## src/design/icv6er_pkg.sv

```systemverilog
// Shared constants and types for the ICMPv6 echo responder.
`default_nettype none
package icv6er_pkg;
	localparam logic [15:0] ETHERTYPE_V6        = 16'h86DD;
	localparam logic [7:0]  NEXT_HDR_ICMP       = 8'd58;
	localparam logic [7:0]  ICMP_TYPE_REQ       = 8'd128;
	localparam logic [7:0]  ICMP_TYPE_RPL       = 8'd129;
	localparam logic [15:0] ECHO_REQUEST_WORD   = 16'h8000;
	localparam logic [15:0] ECHO_REPLY_WORD     = 16'h8100;
	localparam int          MAC_ADDR_BYTES      = 6;
	localparam int          HDR_BYTES           = 62;
	localparam int          POS_W               = 6;

	localparam logic [POS_W-1:0] HDR_LAST   = POS_W'(HDR_BYTES - 1);
	localparam logic [POS_W-1:0] POS_ETYPE0 = 6'd12;
	localparam logic [POS_W-1:0] POS_ETYPE1 = 6'd13;
	localparam logic [POS_W-1:0] POS_NXTHDR = 6'd20;
	localparam logic [POS_W-1:0] POS_TYPE   = 6'd54;
	localparam logic [POS_W-1:0] POS_CSUM0  = 6'd56;
	localparam logic [POS_W-1:0] POS_CSUM1  = 6'd57;

	localparam logic [2:0] REASON_NONE      = 3'd0;
	localparam logic [2:0] REASON_SHORT     = 3'd1;
	localparam logic [2:0] REASON_NOT_IPV6  = 3'd2;
	localparam logic [2:0] REASON_NOT_ICMP  = 3'd3;
	localparam logic [2:0] REASON_NOT_ECHO  = 3'd4;
	localparam logic [2:0] REASON_NO_SLOT   = 3'd5;

	localparam logic KIND_DATA = 1'b0;
	localparam logic KIND_DROP = 1'b1;

	typedef struct packed {
		logic [15:0] ethertype;
		logic [7:0]  next_hdr;
		logic [7:0]  icmp_type;
		logic [15:0] csum;
	} icv6er_fields_t;

	typedef struct packed {
		logic [2:0]  reason;
		logic [15:0] csum;
	} icv6er_decision_t;
endpackage
`default_nettype wire

```

## src/design/icv6er_check.sv

```systemverilog
// Header qualification and incremental checksum patch.
`default_nettype none
module icv6er_check (
	input  icv6er_pkg::icv6er_fields_t   fields,
	input  logic                         tx_slot_free,
	output icv6er_pkg::icv6er_decision_t decision
);
	import icv6er_pkg::*;

	logic [16:0] sum_a;
	logic [15:0] fold_a;
	logic [16:0] sum_b;
	logic [15:0] fold_b;

	always_comb begin
		sum_a  = {1'b0, ~fields.csum} + {1'b0, ~ECHO_REQUEST_WORD};
		fold_a = sum_a[15:0] + {15'd0, sum_a[16]};
		sum_b  = {1'b0, fold_a} + {1'b0, ECHO_REPLY_WORD};
		fold_b = sum_b[15:0] + {15'd0, sum_b[16]};
		decision.csum = ~fold_b;
		if (fields.ethertype != ETHERTYPE_V6) begin
			decision.reason = REASON_NOT_IPV6;
		end else if (fields.next_hdr != NEXT_HDR_ICMP) begin
			decision.reason = REASON_NOT_ICMP;
		end else if (fields.icmp_type != ICMP_TYPE_REQ) begin
			decision.reason = REASON_NOT_ECHO;
		end else if (!tx_slot_free) begin
			decision.reason = REASON_NO_SLOT;
		end else begin
			decision.reason = REASON_NONE;
		end
	end
endmodule
`default_nettype wire

```

## src/design/icmpv6_echo_responder.sv

```systemverilog
// ICMPv6 echo responder top level: header buffer, reply burst and pass-through.
//
// Input channel (in_valid/in_ready) carries one frame byte per beat with
// last_byte on the final byte; tx_slot_free is sampled on the 62nd byte.
// Output channel (out_valid/out_ready) carries one result per beat.
// Header bytes 0..60 give no result, but a last_byte among them gives a
// short drop beat. At the 62nd byte the frame is judged: a reject gives
// one drop beat in the next cycle. A reply streams 62 header bytes (a RAM
// read, then a load of the output register, per beat), during which input
// is held off. Payload bytes then pass through the output register, one
// per cycle while out_ready allows. Bytes after a drop are swallowed.
// The output register holds its beat while out_ready is low; input is
// taken only when that register is empty or being drained.
// Reset returns to the start of a frame with no output pending; the header
// RAM needs no clearing since every entry is written before it is read.
`default_nettype none
module icmpv6_echo_responder (
	input  logic       clk,
	input  logic       arst_n,
	input  logic       in_valid,
	output logic       in_ready,
	input  logic [7:0] data_byte,
	input  logic       last_byte,
	input  logic       tx_slot_free,
	output logic       out_valid,
	input  logic       out_ready,
	output logic [7:0] out_byte,
	output logic       out_last,
	output logic       result_kind,
	output logic [2:0] drop_reason
);
	import icv6er_pkg::*;

	localparam logic [2:0] ST_COLLECT = 3'd0;
	localparam logic [2:0] ST_BURST_RD = 3'd1;
	localparam logic [2:0] ST_BURST_WR = 3'd2;
	localparam logic [2:0] ST_FORWARD = 3'd3;
	localparam logic [2:0] ST_DISCARD = 3'd4;

	function automatic logic [POS_W-1:0] reply_addr(input logic [POS_W-1:0] i);
		logic [POS_W-1:0] a;
		a = i;
		if (i < POS_W'(MAC_ADDR_BYTES)) begin
			a = i + POS_W'(MAC_ADDR_BYTES);
		end else if (i < POS_W'(2 * MAC_ADDR_BYTES)) begin
			a = i - POS_W'(MAC_ADDR_BYTES);
		end else if (i >= 6'd22 && i < 6'd38) begin
			a = i + 6'd16;
		end else if (i >= 6'd38 && i < 6'd54) begin
			a = i - 6'd16;
		end
		return a;
	endfunction

	logic [7:0]       hdr_mem [HDR_BYTES];
	logic [7:0]       rd_data_q;
	logic [2:0]       state_q;
	logic [POS_W-1:0] pos_q;
	logic [POS_W-1:0] idx_q;
	logic             burst_last_q;
	logic [15:0]      csum_q;
	icv6er_fields_t   fields_q;
	icv6er_decision_t decision;

	logic             out_valid_q;
	logic [7:0]       out_byte_q;
	logic             out_last_q;
	logic             out_kind_q;
	logic [2:0]       out_reason_q;

	logic             out_free;
	logic             accept;
	logic             rd_en;
	logic             load;
	logic [7:0]       load_byte;
	logic             load_last;
	logic             load_kind;
	logic [2:0]       load_reason;
	logic [2:0]       state_d;

	icv6er_check u_check (
		.fields       (fields_q),
		.tx_slot_free (tx_slot_free),
		.decision     (decision)
	);

	assign out_free = !out_valid_q || out_ready;
	assign in_ready = out_free &&
		(state_q == ST_COLLECT || state_q == ST_FORWARD || state_q == ST_DISCARD);
	assign accept = in_valid && in_ready;
	assign rd_en = (state_q == ST_BURST_RD) && out_free;

	always_comb begin
		state_d     = state_q;
		load        = 1'b0;
		load_byte   = 8'd0;
		load_last   = 1'b1;
		load_kind   = KIND_DROP;
		load_reason = REASON_NONE;
		case (state_q)
			ST_COLLECT: begin
				if (accept) begin
					if (pos_q != HDR_LAST) begin
						if (last_byte) begin
							load        = 1'b1;
							load_reason = REASON_SHORT;
						end
					end else if (decision.reason != REASON_NONE) begin
						load        = 1'b1;
						load_reason = decision.reason;
						state_d     = last_byte ? ST_COLLECT : ST_DISCARD;
					end else begin
						state_d = ST_BURST_RD;
					end
				end
			end
			ST_BURST_RD: begin
				if (rd_en) begin
					state_d = ST_BURST_WR;
				end
			end
			ST_BURST_WR: begin
				load      = 1'b1;
				load_kind = KIND_DATA;
				load_last = (idx_q == HDR_LAST) && burst_last_q;
				case (idx_q)
					POS_TYPE:  load_byte = ICMP_TYPE_RPL;
					POS_CSUM0: load_byte = csum_q[15:8];
					POS_CSUM1: load_byte = csum_q[7:0];
					default:   load_byte = rd_data_q;
				endcase
				if (idx_q == HDR_LAST) begin
					state_d = burst_last_q ? ST_COLLECT : ST_FORWARD;
				end else begin
					state_d = ST_BURST_RD;
				end
			end
			ST_FORWARD: begin
				if (accept) begin
					load      = 1'b1;
					load_kind = KIND_DATA;
					load_byte = data_byte;
					load_last = last_byte;
					if (last_byte) begin
						state_d = ST_COLLECT;
					end
				end
			end
			ST_DISCARD: begin
				if (accept && last_byte) begin
					state_d = ST_COLLECT;
				end
			end
			default: state_d = ST_COLLECT;
		endcase
	end

	always_ff @(posedge clk) begin
		if (accept && state_q == ST_COLLECT) begin
			hdr_mem[pos_q] <= data_byte;
		end
		if (rd_en) begin
			rd_data_q <= hdr_mem[reply_addr(idx_q)];
		end
	end

	always_ff @(posedge clk) begin
		if (accept && state_q == ST_COLLECT) begin
			case (pos_q)
				POS_ETYPE0: fields_q.ethertype[15:8] <= data_byte;
				POS_ETYPE1: fields_q.ethertype[7:0]  <= data_byte;
				POS_NXTHDR: fields_q.next_hdr        <= data_byte;
				POS_TYPE:   fields_q.icmp_type       <= data_byte;
				POS_CSUM0:  fields_q.csum[15:8]      <= data_byte;
				POS_CSUM1:  fields_q.csum[7:0]       <= data_byte;
				default: ;
			endcase
			if (pos_q == HDR_LAST) begin
				csum_q       <= decision.csum;
				burst_last_q <= last_byte;
			end
		end
		if (load) begin
			out_byte_q   <= load_byte;
			out_last_q   <= load_last;
			out_kind_q   <= load_kind;
			out_reason_q <= load_reason;
		end
	end

	always_ff @(posedge clk or negedge arst_n) begin
		if (!arst_n) begin
			state_q     <= ST_COLLECT;
			pos_q       <= '0;
			idx_q       <= '0;
			out_valid_q <= 1'b0;
		end else begin
			state_q <= state_d;
			if (accept && state_q == ST_COLLECT) begin
				pos_q <= (last_byte || pos_q == HDR_LAST) ? '0 : pos_q + 1'b1;
			end
			if (accept && state_q == ST_COLLECT && pos_q == HDR_LAST) begin
				idx_q <= '0;
			end else if (state_q == ST_BURST_WR) begin
				idx_q <= idx_q + 1'b1;
			end
			if (load) begin
				out_valid_q <= 1'b1;
			end else if (out_ready) begin
				out_valid_q <= 1'b0;
			end
		end
	end

	assign out_valid   = out_valid_q;
	assign out_byte    = out_byte_q;
	assign out_last    = out_last_q;
	assign result_kind = out_kind_q;
	assign drop_reason = out_reason_q;
endmodule
`default_nettype wire

```

## config.mk

```make
export PLATFORM = sky130hd
export DESIGN_NAME = icmpv6_echo_responder
export DESIGN_NICKNAME = d
export VERILOG_FILES = /design/src/design/icv6er_pkg.sv /design/src/design/icv6er_check.sv /design/src/design/icmpv6_echo_responder.sv
export SDC_FILE = /design/constraint.sdc
export NUM_CORES = 1
export LEC_CHECK = 0
export ABC_AREA = 1
export BUFFER_PORTS_ARGS = -buffer_cell sky130_fd_sc_hd__buf_4
export CAP_MARGIN = 10
export CORE_UTILIZATION = 30
export CTS_CLUSTER_DIAMETER = 100
export DETAILED_ROUTE_END_ITERATION = 10
export GPL_ROUTABILITY_DRIVEN = 1
export HOLD_SLACK_MARGIN = 0.06
export PLACE_DENSITY = 0.52
export SETUP_SLACK_MARGIN = 0.15
export SLEW_MARGIN = 20
export SYNTH_ARGS = -nofsm -noshare
export SYNTH_HDL_FRONTEND = slang
export SYNTH_SLANG_ARGS = --single-unit
```

## constraint.sdc

```tcl
create_clock -name clk -period 4.6 [get_ports clk]
set_clock_uncertainty 0.2 [all_clocks]
set_input_delay 0.46 -clock clk [delete_from_list [all_inputs] [get_ports clk]]
set_output_delay 0.46 -clock clk [all_outputs]
set_load 0.005 [all_outputs]
```

Word-level counts from Yosys, hierarchy flattened. Memories as Yosys holds them, arrays and structs flattened. A register that Yosys moved wholly into a read port is not among the register bits. Cells that the tools add are included.

Register bits: 94. Memory bits (writable): 496. Input bits: 14. Output and inout bits: 15. Logic and storage cells: 130. Memories: 1.

$add $sub $neg: 10. Magnitude comparators: 6. Equal/unequal tests: 25. Muxes and demuxes: 43. Bitwise logic cells: 2. Reduce and logical (&&, ||, !) cells: 27.

Memories: hdr_mem (words 62, width 8, rd ports 1, clocked after memory_dff 1, write ports 1, RTL line icmpv6_echo_responder.sv:55) `logic [7:0] hdr_mem [HDR_BYTES];`.

Operators with widths (count): $eq A6 B6 Y1 const B (8); $mux W6 (8); $mux W3 (14); $add A16 B1 Y16 (2); $not A16 Y16 (2); $pmux W8 S3 (1); $add A16 B15 Y17 const B (1); $add A16 B16 Y17 const B (1); $ne A16 B16 Y1 const B (1); $pmux W8 S2 (1); $reduce_and A2 Y1 (8); $pmux W3 S5 (1); $add A6 B1 Y6 const B (2); $eq A6 B4 Y1 const B (2); $lt A6 B6 Y1 const B (2); $mux W1 (12); $ne A2 B2 Y1 const B (5); $logic_and A1 B1 Y1 (9); $mux W8 (1); $ne A8 B6 Y1 const B (1); $ne A8 B8 Y1 const B (1); $add A6 B3 Y6 const B (1); $add A6 B5 Y6 const B (1); $eq A3 B2 Y1 const B (2); other kinds (20) (26).

Depth between registers and ports, before layout.
Word-level depth: 10. Depth in mapped cells: 33. Depth with buffers taken out: 33.

Cells and area by module. A second synthesis with hierarchy kept.

Cells, all modules: 2633. Area total of the unflattened synthesis: 26817.0 µm².

Modules (own cells, without submodules): icmpv6_echo_responder (times used 1, cells an instance 2323, area each 25248.0 µm²); icv6er_check (times used 1, cells an instance 310, area each 1569.0 µm²).

Worst setup path after synthesis. No wires, ideal clock.

Path kind: reg-to-reg. Start: reg fields_q[0] (netlist bit). End: reg csum_q[14], data pin. Library setup time: 0.249 ns. Arrival: 3.906 ns. Slack: 0.245 ns. Stages on the path, launching flop included: 34. Path buffers: 0. Clock period less this slack: 4.355 ns. Path through: edfxtp_1 -> ha_1 -> nand3_1 -> nor2_4 -> a41oi_1 -> ha_1 -> ha_1 -> inv_1 -> nor2_2 -> nand3_4 -> nor2_4 -> nand2_2 -> nand2_2 -> nand2_4 -> inv_4 -> ha_1 -> nand3_2 -> nor2_1 -> nand3_1 -> nand2_1 -> ha_1 -> nand2_1 -> nor2_1 -> nand2_1 -> nor2_2 -> nand2_2 -> nor2_4 -> nand2_2 -> nor2_2 -> nand3_2 -> nor2_1 -> nand2_1 -> nand2_1 -> inv_1.

RTL lines: start, declared (RTL line icmpv6_echo_responder.sv:62) `icv6er_fields_t fields_q;`; end signal, assigned (RTL line icmpv6_echo_responder.sv:179) `csum_q <= decision.csum;`; end, declared (RTL line icmpv6_echo_responder.sv:61) `logic [15:0] csum_q;`.

==> flow_metrics.tcl <==
set metrics [dict create \
    synth_cells 2349 \
    drt-total-wl_um 66800 \
    crit_arrival_ps 4390 \
    grt_max_degree 146 \
    rows 107 \
    nNetsFinal 2470 \
    status "finished, final reports clean" \
    hp-class "in2reg" \
    drive_gt1_frac 0.125 \
    final_cell_area_um2 30400 \
    post-route-drc-count 0 \
    area_delta_synth_final_pct 16.5 \
    antenna_found_initial 1 \
    share_comb_of_total_power 0.175 \
    synthesis.nets 2384 \
    gp_congestion 0.881 \
    p_leak_nw 11.2 \
    fp.dieH_um 297 \
    synth_top_cell_area_share 0.669 \
    ys_top_cells_by_area "edfxtp_1 (67%), nand2_1 (12%), o211ai_1 (3.5%)" \
    vias 17400 \
    p_per_area_nw_per_um2 455 \
    synth_cell_types 48 \
    synthesis.area_um2 26100 \
    cp.required_ps 4770 \
    worstSkewPairLatency_ps 630 \
    synth-seq-cells 598 \
    switching_share 0.292 \
    tightest_slew_ps 960 \
    cts_made_buffers 68 \
    dr.first_iter.drc_count 1378 \
    cpPeakStageDelay_ps 440 \
    layout.cells.non_filler 3631 \
    min_period_ps 4220 \
    rrSetupSlack_ps 380 \
    setup_tns_ps 0 \
    most-common-layout-cells "nand2_1 (840), edfxtp_1 (582), nand3_1 (161)" \
    routedWlPerCell_um 18.4 \
    die_x_um 297 \
    ir_drop_uv 327 \
    synth_edf_count 582 \
    grt_pass1_wl_um 101000 \
    ios 29 \
    ys.flop_type "edfxtp_1" \
    seq_area_frac_synth 0.684 \
    crit_family "simple AND/OR/NAND/NOR gates" \
    grt_usage 0.149 \
    crit_slowest_cell "edfxtp_1" \
    cp-end-kind "register" \
    utilization 0.355 \
    async_flop_share 0.0268 \
    slew_headroom 0.360 \
    rsz0062_at_grt "no" \
    worstRegToRegCells 33 \
    core_region_area_um2 85700 \
    path_depth 33 \
    cts_buffer_depth 3 \
    htree_levels 3 \
    cp_num_buf_inv 3 \
    finalCritPeriodShare 0.917 \
    placed_area_um2 28000 \
    whs_ps 222 \
    p_clk_frac 0.378 \
    post_synth.cell_area_avg_um2 11.1 \
    worst-setup-path-type "reg2reg" \
    fmax_mhz 237 \
    cts_sinks 598 \
    final_hold_viol_count 0 \
    setup_viol 0 \
    start_kind "register" \
    dp.cells 3489 \
    start_util 0.305 \
    power.switching_mw 4.04 \
    grt_overflow 0 \
    slew_viol_final 0 \
    diodes 0 \
    p_seq_frac 0.447 \
    vias_per_cell 4.78 \
    ys_warn_count 0 \
    dr.pass1.iters 5 \
    numPortBuffers 28 \
    clk_pin_slew_worst_paths_ps 60 \
    p_int_mw 9.80 \
    dieArea_um2 88300 \
    synth_top_area_cell "edfxtp_1" \
    grt_pass1_vias 16800 \
    hold_depth 4 \
    cts_root_buf "clkbuf_16" \
    drv_cap 0 \
    mostFrequentLayoutCell "nand2_1" \
    place_hpwl_um 39800 \
    cts_tree "done" \
    ant_nets 0 \
    critPathMostFrequentCell "nand2_2" \
    path_max_fanout 4 \
]
## timing repair
action | CTS | global route
pin swaps | 2 | 18
buffers inserted | 1 | 14
setup endpoints to repair | 4 | 5
hold buffers | 5 | 0
resized for setup | 7 | 18
endpoints found under the hold margin | 23 | 0
## kinds of logic after synthesis
family                   synth area share
AND/OR/NAND/NOR                     0.201
AO/OA/AOI/OAI                      0.0645
XOR/XNOR                          0.00795
adder cells (fa/ha/maj)            0.0101
flip-flops                          0.684
buffers and inverters              0.0320
## synth_stat cells, types with 14 or more instances
cell type    n
inv_1       92
nand3_1    164
o211ai_1   122
ha_1        21
xor2_1      14
nor2_1     125
clkbuf_1    70
edfxtp_1   582
nand4_1     20
nand2_1    845
dfrtp_1     16
nand2_2     24
o21ai_0     69
buf_2       32
a21oi_1     31
## sequential cells by signal, indices dropped and copies added (netlist names)
signal,flops
hdr_mem,496
fields_q,48
drop_reason,3
idx_q,6
burst_last_q,1
pos_q,6
out_last,1
state_q,3
result_kind,1
out_byte,8
rd_data_q,8
csum_q,16
out_valid,1
## power by group through the flow
stage	registers (mW)	clock network (mW)	logic, mW
after floorplan	6.24	0	1.56
after global placement	6.30	0	2.40
after detailed placement	6.30	0	2.43
after CTS	6.18	5.33	2.44
after global routing	6.20	5.54	2.69
final	6.19	5.23	2.43
## layer usage
metal / vias to the layer above / GRT usage / part of all wire
met5: - / 0 / 0.00019
met4: 2 / 0.0582 / 0.030
met2: 467 / 0.238 / 0.46
met1: 8421 / 0.200 / 0.45
met3: 111 / 0.0279 / 0.057
li1: 8354 / - / -
## final timing paths
path                              start        endpoint
hold / removal             tx_slot_free  drop_reason[0]
setup reg to reg            fields_q[1]      csum_q[14]
min in group asynchronous        arst_n      state_q[1]
max in group asynchronous        arst_n        idx_q[0]
hold reg to reg            rd_data_q[7]     out_byte[7]
setup / recovery            fields_q[1]      csum_q[14]
## layout make-up
type	instances	area [um^2]
fill	8389	55300
clock buffer	86	1800
inverter	102	392
clock inverter	36	349
multi-input combinational	1542	7560
sequential	598	17900
timing repair buffer	123	1010
tap	1144	1430
## through the flow
step                      setup WS [ps]  power (mW)
after CTS                           151        14.0
after global routing               76.4        14.4
after global placement            -14.0        8.70
after floorplan                     245        7.80
after detailed placement           -110        8.73
final                               381        13.8
## tightest hold or removal path: cells and delay by family
kind | cells | cell delay, ps
AOI/OAI and AO/OA | 2 | 200
buffers and inverters | 1 | 110
and+or+nand+nor | 1 | 80
Note: power is estimated with default switching activity, not from simulation.
